### config.mk
export PLATFORM = sky130hd
export DESIGN_NAME = rmpf_luma
export DESIGN_NICKNAME = d
export VERILOG_FILES = /design/src/rmpf_pkg.sv /design/src/rmpf_luma.sv
export SDC_FILE = /design/constraint.sdc
export NUM_CORES = 1
export LEC_CHECK = 0
export ABC_AREA = 0
export BUFFER_PORTS_ARGS = -buffer_cell sky130_fd_sc_hd__buf_4
export CORE_AREA = 2 2 39 41
export DETAILED_ROUTE_END_ITERATION = 10
export DIE_AREA = 0 0 41 43
export GPL_ROUTABILITY_DRIVEN = 1
export GPL_TIMING_DRIVEN = 0
export PLACE_DENSITY = 0.7
export SYNTH_ARGS = -nofsm -noshare
export SYNTH_HDL_FRONTEND = slang
export SYNTH_SLANG_ARGS = --single-unit
### constraint.sdc
create_clock -name vclk -period 6.8
set_input_delay 1.7 -clock vclk [all_inputs]
set_output_delay 1.7 -clock vclk [all_outputs]
set_load 0.01 [all_outputs]
### src/rmpf_pkg.sv
// Shared constants and types for the RGB565 monochrome page framebuffer.
// Used by every module in src; depends on nothing else.
package rmpf_pkg;

    localparam int DISPLAY_WIDTH  = 128;
    localparam int DISPLAY_HEIGHT = 64;
    localparam int PAGE_COUNT     = (DISPLAY_HEIGHT + 7) / 8;
    localparam int STORE_BYTES    = DISPLAY_WIDTH * PAGE_COUNT;
    localparam int ADDR_W         = $clog2(STORE_BYTES);

    localparam logic [7:0] LUMA_RESET = 8'd90;
    localparam logic [4:0] R_MASK     = 5'h1F;
    localparam logic [5:0] G_MASK     = 6'h3F;
    localparam logic [7:0] FILL_ON    = 8'hFF;
    localparam logic [7:0] FILL_OFF   = 8'h00;

    localparam logic [1:0] OP_BLIT  = 2'd0;
    localparam logic [1:0] OP_CLEAR = 2'd1;
    localparam logic [1:0] OP_READ  = 2'd2;

    // Result of placing one blit pixel.
    typedef struct packed {
        logic              hit;
        logic [ADDR_W-1:0] addr;
        logic [2:0]        bit_sel;
    } pos_res_t;

endpackage

### src/rmpf_luma.sv
// Luma threshold unit: turns an RGB565 color into one pixel bit.
// Depends on rmpf_pkg.
module rmpf_luma (
    input  logic [15:0] color,
    input  logic [7:0]  threshold,
    output logic        on
);

    logic [4:0] r;
    logic [5:0] g;
    logic [4:0] b;
    logic [8:0] luma;

    always_comb
    begin
        r    = color[15:11] & rmpf_pkg::R_MASK;
        g    = color[10:5] & rmpf_pkg::G_MASK;
        b    = color[4:0] & rmpf_pkg::R_MASK;
        luma = {3'b000, r, 1'b0} + {3'b000, g} + {3'b000, b, 1'b0};
        on   = luma > {1'b0, threshold};
    end

endmodule

== Yosys cells after proc, flatten, opt, wreduce, memory -nomap -nowiden ==
Cells that the tools add are included.
Word-level totals
  register bits: 0
  bits of input ports: 24
  output and inout port bits: 1
  logic and storage cells: 3
Cells by class
  add/subtract/negate cells: 2
  magnitude comparators: 1
Operators with widths (number)
  9-bit by 6-bit adder with 9-bit output: 1
  9-bit by 8-bit greater-than comparator with 1-bit output: 1
  6-bit by 6-bit adder with 7-bit output: 1

== Depth between registers and ports, before layout ==
  word-level depth: 3
  depth in mapped cells: 14
  mapped depth without buffers: 14

== Worst setup path before layout ==
No wires, ideal clock.
  path type: input port to output port
  from: input port color[6]
  to: output port on
  data arrival time: 4210 ps
  data required time: 5100 ps
  slack: 890 ps
  stages on the path: 12
  buffers on the path: 0
  path through: ha_1 -> fa_1 -> xor2_1 -> ha_1 -> nor2b_1 -> o21a_1 -> o21ai_0 -> a21oi_1 -> ha_1 -> nand3_1 -> o31ai_1 -> a2bb2oi_1
On the way
  longest elaborated chain between the ends: 3
Ends and longest elaborated chain
  start, declared: RTL line rmpf_luma.sv:4  | input logic [15:0] color,
  6-bit by 6-bit adder with 7-bit output: RTL line rmpf_luma.sv:19  | luma = {3'b000, r, 1'b0} + {3'b000, g} + {3'b000, b, 1'b0};
  9-bit by 6-bit adder with 9-bit output: RTL line rmpf_luma.sv:19
  9-bit by 8-bit greater-than comparator with 1-bit output: RTL line rmpf_luma.sv:20  | on = luma > {1'b0, threshold};
  end, declared: RTL line rmpf_luma.sv:6  | output logic on
Every way passes these cells.

== Final worst setup path ==
Ends and elaborated chain as after synthesis.

==> results by group <==
Status
  • Status: complete, no violations

Die
  • Die area: 1763 um2
  • Initial core utilization: 40.96%
  • Rows: 14
  • Die width: 41 um
  • CORE AREA: 1384 um2
  • IO Pins: 25
  • Die Ht: 43 um

GRT
  • M2 GR Usage: 23.44%
  • GRT busiest layer: met2
  • First-pass GRT wire length: ~1700 um
  • Antenna violations before repair: 0
  • Vias in the first global route: 489
  • Largest net degree at the start of global routing: 5
  • Total track usage: 12.90%
  • Grt total ovfl: 0
  • Met3 usage: 0%
  • Met1 Usage GRT: around 17%

STA
  • Slew @ Worst Pin: 0.2016 ns
  • Final min period: roughly 6.2 ns
  • Unrepaired setup endpoints after global routing: false
  • Worst hold slack: 3.783 ns
  • Fin. max-slew vios: 0
  • Fmax: 0.1612 GHz
  • Final WS setup: 0.5957 ns
  • Slew HR: ~86%
  • Final TNS setup: 0 ns
  • Period Utilization, post-route: 91.24%
  • Setup violators final: 0
  • Final hold violations: 0

Yosys
  • Register area share after synthesis: 0%
  • Synth area leaders: ha_1 (40%), inv_1 (8.6%), xnor2_1 (7.7%), a21oi_1 (7.1%), fa_1 (7.1%)
  • Post-Syn Area per Cell: 8.097 um2
  • Yosys top cell by area: ha_1
  • Warnings from Yosys: 0
  • Cell Area, Synth: 566.8 um2
  • Area share of the largest cell type after synthesis: 39.74%
  • Distinct cell type count after synthesis: 20
  • Post-Synthesis Cells: 70
  • Net Count, Synth: around 110

Critical path
  • CP Capture Point: on
  • Crit-path max FO: 3
  • Startpoint Class: input port
  • Data arrival time of the worst path: between 4 and 5 ns
  • CP endpoint kind: output pin
  • Crit path kind: in -> out
  • CP required: ~5.1 ns
  • Worst Setup SP: color[6]

Detailed routing
  • Vias/cell: 4.928
  • DR pass1 iterations: 2
  • Final ANT Viol Nets: 0
  • Overall via count from detail_route: approximately 550
  • DRC viols: 0
  • Final wirelength: 991 um
  • Wire per inst: between 8 and 9 um
  • Drt initial violations: 1

Placed design
  • Pre-CTS WS: 0.5602 ns
  • HPWL Detailed: about 960 um
  • IO Port Bufs: 25
  • Final GP Congestion: 0.7103
  • Placed insts: 111

Finish
  • Post-route insts no fill: about 110
  • Fin util: ~56%
  • Antenna Cells: 0
  • Num sequential: 0
  • Sequential cell area: 0 um2
  • Nets@finish: approximately 140
  • Clock buffer count: 0
  • P&R area growth vs syn: 36.64%
  • Share of post-route cells with drive strength above 1: between 20 and 30%

Hold path
  • Hold Path Class: in -> out

Pwr
  • Combinational share of power: 100.0%
  • Psw: 0.04553 mW
  • Power Internal: 0.05321 mW
  • Part of the power in registers: 0%
  • Max IR drop VDD: 0.00006651 V
  • Power Density: 127.5 nW/um2
  • P_leak: between 0.4 and 0.5 nW
  • Clk pwr share: 0%
  • Net Sw Frac: a little under half

CTS
  • # hold bufs at CTS: 0
  • Post-CTS Setup Inserts: 0
  • Post-cts repair resize count: 0

Run
  • Max cap viols: 0
==> kinds of logic after synthesis <==
kind of cell,Yosys count,share of synthesized area (%)
buf+inv,13,8.610
compound gates,24,28.48
fa+ha+maj,20,46.80
xor+xnor,7,10.82
simple gates,6,5.300
==> worst max-delay path: stages <==
cell and delay [ns]:
buf_4 0.11, ha_1 0.23, fa_1 0.41, a21o_2 0.20, a21oi_1 0.17, xnor2_1 0.14, ha_1 0.28, a21oi_1 0.17
xor2_1 0.17, ha_1 0.26, a21o_1 0.16, a21oi_1 0.15, o31ai_1 0.09, a2bb2oi_1 0.14, buf_4 0.14
==> Yosys cell counts <==
cell,instances
a2bb2oi_1,1
o21bai_1,2
nand3_1,2
a21oi_2,1
xor2_1,2
a21oi_1,8
inv_1,13
a21o_2,1
ha_1,18
fa_1,2
o21a_1,1
nor2b_1,1
o21ai_0,3
o31ai_1,1
nor2_1,2
a211oi_1,1
a211oi_2,1
a21o_1,4
xnor2_1,5
nand4_1,1
==> metal layers <==
metal  vias to the layer above  share of wire [%]
met2                         7                 53
met4                         0                  0
met5                         -                  0
met1                       242                 44
met3                         0                3.3
li1                        298                  -
==> how the worst min path moves through the flow <==
stage | start | end | slack, ns | cells past startpoint
after global placement | threshold[0] | on | 3.78 | 4
after floorplan | threshold[0] | on | 3.58 | 2
after global routing | threshold[0] | on | 3.81 | 4
after CTS | threshold[0] | on | 3.79 | 4
final | threshold[0] | on | 3.78 | 4
after detailed placement | threshold[0] | on | 3.78 | 4
==> layout make-up <==
cell class,count,area (um2)
Tap cell,16,20.02
Timing Repair Buffer,25,187.7
Fill cell,132,609.3
Multi-Input combinational cell,57,518.0
Inverter,13,48.80
==> power by group through the flow <==
stage	Combinational [mW]	Sequential (mW)	Clock, mW
after global placement	0.0974	0	0
final	0.0987	0	0
after detailed placement	0.100	0	0
after floorplan	0.0725	0	0
after CTS	0.101	0	0
after global routing	0.116	0	0
==> stage by stage <==
step                      total power, mW  area [um2]
after floorplan                   0.07251       566.8
after global placement            0.09739       774.5
after detailed placement           0.1005       774.5
after CTS                          0.1009       774.5
after global routing               0.1163       774.5
final                             0.09875       774.5
==> placed cells by master (no fill, tap or decap), types with 2 or more instances in the layout <==
master     n
nand3_1    2
nor2_1     2
fa_1       2
xnor2_1    5
ha_1      18
buf_4     25
a21o_1     4
o21bai_1   2
a21oi_1    8
o21ai_0    3
inv_1     13
xor2_1     2
Note: power is estimated with default switching activity, not from simulation.
