`src/rmpf_pkg.sv`:
```
// Shared constants and types for the RGB565 monochrome page framebuffer.
// Used by every module in src; depends on nothing else.
package rmpf_pkg;

    localparam int DISPLAY_WIDTH  = 128;
    localparam int DISPLAY_HEIGHT = 64;
    localparam int PAGE_COUNT     = (DISPLAY_HEIGHT + 7) / 8;
    localparam int STORE_BYTES    = DISPLAY_WIDTH * PAGE_COUNT;
    localparam int ADDR_W         = $clog2(STORE_BYTES);

    localparam logic [7:0] LUMA_RESET = 8'd90;
    localparam logic [4:0] R_MASK     = 5'h1F;
    localparam logic [5:0] G_MASK     = 6'h3F;
    localparam logic [7:0] FILL_ON    = 8'hFF;
    localparam logic [7:0] FILL_OFF   = 8'h00;

    localparam logic [1:0] OP_BLIT  = 2'd0;
    localparam logic [1:0] OP_CLEAR = 2'd1;
    localparam logic [1:0] OP_READ  = 2'd2;

    // Result of placing one blit pixel.
    typedef struct packed {
        logic              hit;
        logic [ADDR_W-1:0] addr;
        logic [2:0]        bit_sel;
    } pos_res_t;

endpackage

```
`src/rmpf_pos.sv`:
```
// Blit position unit: window column and row counters and the store address
// of the current pixel. Depends on rmpf_pkg.
module rmpf_pos (
    input  logic                 clk,
    input  logic                 rst_n,
    input  logic                 go,
    input  logic                 first_pixel,
    input  logic signed [15:0]   origin_x,
    input  logic signed [15:0]   origin_y,
    input  logic [15:0]          win_width,
    input  logic [15:0]          win_height,
    output rmpf_pkg::pos_res_t   res
);

    localparam logic signed [17:0] X_LIMIT = 18'(rmpf_pkg::DISPLAY_WIDTH);
    localparam logic signed [17:0] Y_LIMIT = 18'(rmpf_pkg::DISPLAY_HEIGHT);

    logic [15:0]        col_count_reg;
    logic [15:0]        col_count_next;
    logic [15:0]        row_count_reg;
    logic [15:0]        row_count_next;
    logic [15:0]        col_eff;
    logic [15:0]        row_eff;
    logic [16:0]        col_inc;
    logic               zero_win;
    logic               in_window;
    logic               on_screen;
    logic signed [17:0] x;
    logic signed [17:0] y;

    always_comb
    begin
        zero_win  = (win_width == 16'd0) || (win_height == 16'd0);
        col_eff   = first_pixel ? 16'd0 : col_count_reg;
        row_eff   = first_pixel ? 16'd0 : row_count_reg;
        in_window = (col_eff < win_width) && (row_eff < win_height);
        x = $signed({{2{origin_x[15]}}, origin_x}) + $signed({2'b00, col_eff});
        y = $signed({{2{origin_y[15]}}, origin_y}) + $signed({2'b00, row_eff});
        on_screen = !x[17] && (x < X_LIMIT) && !y[17] && (y < Y_LIMIT);
        col_inc   = {1'b0, col_eff} + 17'd1;

        col_count_next = col_count_reg;
        row_count_next = row_count_reg;
        if (go && !zero_win)
        begin
            col_count_next = col_eff;
            row_count_next = row_eff;
            if (in_window)
            begin
                if (col_inc >= {1'b0, win_width})
                begin
                    col_count_next = 16'd0;
                    row_count_next = row_eff + 16'd1;
                end
                else
                begin
                    col_count_next = col_inc[15:0];
                end
            end
        end

        res.hit     = go && !zero_win && in_window && on_screen;
        res.addr    = rmpf_pkg::ADDR_W'(32'(y[7:3]) * rmpf_pkg::DISPLAY_WIDTH
                      + 32'(x[8:0]));
        res.bit_sel = y[2:0];
    end

    always_ff @(posedge clk or negedge rst_n)
    begin
        if (!rst_n)
        begin
            col_count_reg <= 16'd0;
            row_count_reg <= 16'd0;
        end
        else
        begin
            col_count_reg <= col_count_next;
            row_count_reg <= row_count_next;
        end
    end

endmodule

```
`config.mk`:
```
export PLATFORM = sky130hd
export DESIGN_NAME = rmpf_pos
export DESIGN_NICKNAME = d
export VERILOG_FILES = /design/src/rmpf_pkg.sv /design/src/rmpf_pos.sv
export SDC_FILE = /design/constraint.sdc
export NUM_CORES = 1
export LEC_CHECK = 0
export BUFFER_PORTS_ARGS = -buffer_cell sky130_fd_sc_hd__buf_4
export CORE_MARGIN = 4
export CORE_UTILIZATION = 56
export DETAILED_ROUTE_END_ITERATION = 8
export PLACE_DENSITY = 0.79
export SLEW_MARGIN = 25
export SYNTH_ARGS = -nofsm -noshare
export SYNTH_HDL_FRONTEND = slang
export SYNTH_SLANG_ARGS = --single-unit
export TNS_END_PERCENT = 30
```
`constraint.sdc`:
```
create_clock -name clk -period 18.7 [get_ports clk]
set_clock_uncertainty 0.05 [all_clocks]
set_input_delay 3.74 -clock clk [delete_from_list [all_inputs] [get_ports clk]]
set_output_delay 3.74 -clock clk [all_outputs]
set_load 0.05 [all_outputs]
```
# [Word level (Yosys, flattened, before mapping)]
# Index checks and enable logic that the tools add are counted.
[totals] regBits=32 latchBits=0 ram_bits=0 rom_bits=0 word_cells=31 mem_count=0
[classes] addsub=5 n_mul=0 n_div=0 n_lt_le_gt_ge=5 n_eq_ne=0 shifts=0 muxes=6 bitwise=0 n_reduce_logical=13
[ops] operator="two-way mux 16 bit" count=6
[ops] operator="adder 16 x 17 -> 18 bit" count=2
[ops] operator="zero test 16 bit" count=2
[ops] operator="less-than comparator 16 bit" count=2
[ops] operator="less-than comparator 18 x 8 -> 1 bit (second input constant)" count=1
[ops] operator="less-than comparator 18 x 9 -> 1 bit (second input constant)" count=1
[ops] operator="adder 16 x 1 -> 17 bit (second input constant)" count=1
[ops] operator="greater-or-equal comparator 17 x 16 -> 1 bit" count=1
[ops] operator="adder 16 x 1 -> 16 bit (second input constant)" count=1
[ops] operator="adder 10 x 9 -> 10 bit" count=1
[ops] operator="logical AND 1 bit" count=7
[ops] operator="zero test 1 bit" count=3
[ops] operator="logical OR 1 bit" count=1

# [Longest topological paths before layout]
[depth] depth_word=7 ltp_mapped=26 ltp_nobuf=19

# [Worst setup path before layout]
# OpenSTA, ideal clock, no wires.
[synth_path] path_kind="in2out" from="input port first_pixel" to="output port res[13] in the netlist's numbering" arrival_time_ns=8.421 required_ns=14.910 setup_slack_ns=6.489 path_stages=18 path_buffers=5 path_cell_list="buf_2 -> buf_2 -> buf_2 -> clkbuf_1 -> clkbuf_1 -> nor2b_1 -> ha_1 -> ha_1 -> a21o_1 -> maj3_2 -> o21ai_2 -> o32ai_2 -> a41oi_2 -> xnor2_1 -> or4_1 -> a2111o_1 -> or4_1 -> a221oi_2"
[synth_lines] item="start, declared" line="rmpf_pos.sv:7" source="input logic first_pixel,"
[synth_lines] item="end, declared" line="rmpf_pos.sv:12" source="output rmpf_pkg::pos_res_t res"

==> reports/metrics.cfg <==
[clocking]
post_cts_buffers=0
cts_sinks=32
cts_max_level=2
clock_latency_ns=0.28
ctsResizeCount=0
cts_buffers=5
cts_tree=yes
cts_root_buf=clkbuf_8
clk_pin_slew_ns=0.06
cts_buffer_depth=2
ctsHoldBuffers=0

[logic_synthesis]
syn_inst=658
async_reset_ff_share_pct=100
synth_top_family_by_area=compound AO/OA/AOI/OAI gates
syn_avg_cell_area_um2=7.76
synthAdderAreaFrac_pct=19.5
syn_area_mm2=0.00510
synth_ff_type=dfrtp_1
ys_ff_latch=32
syn_nets=801
synthMuxAreaShare_pct=1.00
synthDistinctLibCells=72
ys_warn_count=0
synth_seq_area_share_pct=15.7
synth_edf_count=0
yosys.area_share.simple_pct=23.3
synth_compound_area_share_pct=24.7
synthXorXnorAreaFrac_pct=9.26

[floorplan]
io_pins=82
die_area_mm2=0.0107
start_util_pct=58.0
die_h_um=103
core-area_mm2=0.00881
fp.dieW_um=103
rows=34

[sta]
clock.fmax_mhz=85.0
tns_ns=0
finalCritPeriodShare_pct=62.9
rsz0062_at_grt=no
period_needed_ns=11.77
hold_viol=0
setup_violations=0
setup_ws_ns=6.93
max_slew_margin_pct=52.3
fin_hold_ws_ns=0.450
tightestPinTransition_ns=0.713
slew_violations=0

[layout]
num-fill-cells=808
nets=865
layout_commonest_cell=buf_4
layout-drive-gt1-share_pct=14.7
layout_common_cells=buf_4, ha_1, nand2_1
finalNonFillerCells=830
antennaDiodeCount=0
syn_to_final_growth_pct=13.4
stdcell_area_mm2=0.00579

[grt]
grt_max_degree=58
grt-ovfl-total=0
grt_pass1_vias=4807
grt_pass1_wl_um=23200
antenna_found_initial=0
track_usage_pct=27.5

[outcome]
outcome=completed

[detailed_routing]
drtIter0Drc=280
vias=5155
routed_wl_um=14800
first_pass_iters=5
route.detailed.drc=0
viasPerCell=6.21
antenna_left=0
wl_per_cell_um=17.8

[setup_path]
worst_setup_path_start_kind=input pin
critPathCaptureType=output port
path_delay_family=compound AO/OA/AOI/OAI gates
path_buf_inv=2
path_class=in -> out
cp_slowest_cell=or4_1
cp_max_fo=57
required_ns=14.91
arrival_ns=7.98
path_cells=buf_4 -> nor2b_1 -> ha_1 -> ha_1 -> o21ai_1 -> a221oi_1 -> a21oi_1 -> o32ai_2 -> a41oi_2 -> xnor2_1 -> or4_1 -> a2111o_1 -> or4_1 -> a221oi_2 -> buf_4
cpPeakStageDelay_ns=0.53

[placement]
post-dp-hpwl_um=12400
dp_slack_ns=7.02
place_inst=823
io_buffers=81
place_congestion=0.933
placed_area_mm2=0.00571

[power]
vdd_drop_max_uv=94.5
pwr_density_cell_mw_per_mm2=38.6
p_leak_nw=2.89

[job]
maxCapViolCount=0

[min_path]
hp-class=reg -> reg

-- synthesized netlist by cell type (5+ instances only) --
cell type	count	area, um2
a211oi_1	7	52.6
xor2_1	24	210
o31ai_1	7	52.6
and3_1	13	81.3
xnor2_1	30	263
nand4_1	14	87.6
ha_1	73	913
o21ai_0	35	175
nor3_1	6	30.0
o21bai_1	6	45.0
a21o_1	19	143
a31oi_1	5	31.3
a22o_1	8	70.1
o21ai_1	5	25.0
nand3_1	33	165
nor4_1	10	62.6
dfrtp_1	32	801
inv_1	49	184
nor2b_1	32	200
buf_2	9	45.0
clkbuf_1	10	37.5
nor2_1	33	124
nand2_1	60	225
nand2b_1	9	56.3
a21oi_1	45	225
-- cells by family after synthesis --
family | after synthesis
simple gates | 231
flops | 32
buf+inv | 74
fa+ha+maj | 79
compound gates | 183
xor+xnor | 54
mux | 5
-- final timing paths --
kind	to	start	slack [ns]	cells past startpoint
min in group asynchronous	col_count_reg[3]$_DFFE_PN0P_	rst_n	3.33	1
max in group asynchronous	row_count_reg[0]$_DFFE_PN0P_	rst_n	14.97	1
hold / removal	col_count_reg[11]$_DFFE_PN0P_	col_count_reg[11]$_DFFE_PN0P_	0.45	1
setup / recovery	res[13]	first_pixel	6.93	15
setup reg to reg	row_count_reg[15]$_DFFE_PN0P_	col_count_reg[2]$_DFFE_PN0P_	13.72	18
hold reg to reg	col_count_reg[11]$_DFFE_PN0P_	col_count_reg[11]$_DFFE_PN0P_	0.45	1
-- power by group --
group / leakage [nW] / internal [mW] / switching (mW)
combinational: 2.41 / 0.0382 / 0.0581
clock: 0.0400 / 0.0251 / 0.0238
sequential: 0.441 / 0.0712 / 0.00687
-- layout make-up --
cell class	instances	area, um2	area share, %
well taps	108	135	2.33
repair buffers	82	616	10.6
clock buffers	5	68.8	1.19
clock inverters	2	12.5	0.216
flip-flops and latches	32	801	13.8
inverters	49	184	3.18
multi-input cells	552	3970	68.6
-- routing by layer --
layer  up-vias  global-route usage (%)  part of all wire, %
met5         -                       0                    0
met2       172                    44.6                   47
met3        24                    3.69                  5.6
li1       2522                       -                    -
met4         0                    6.97                  1.9
met1      2437                    38.6                   46
-- through the flow --
stage / total power, mW / utilization (%)
after global routing: 0.235 / 65.7
after global placement: 0.172 / 64.8
after CTS: 0.224 / 65.7
after floorplan: 0.145 / -
final: 0.223 / 65.7
after detailed placement: 0.174 / 64.8
No activity file was read; power rests on OpenSTA's default activity.
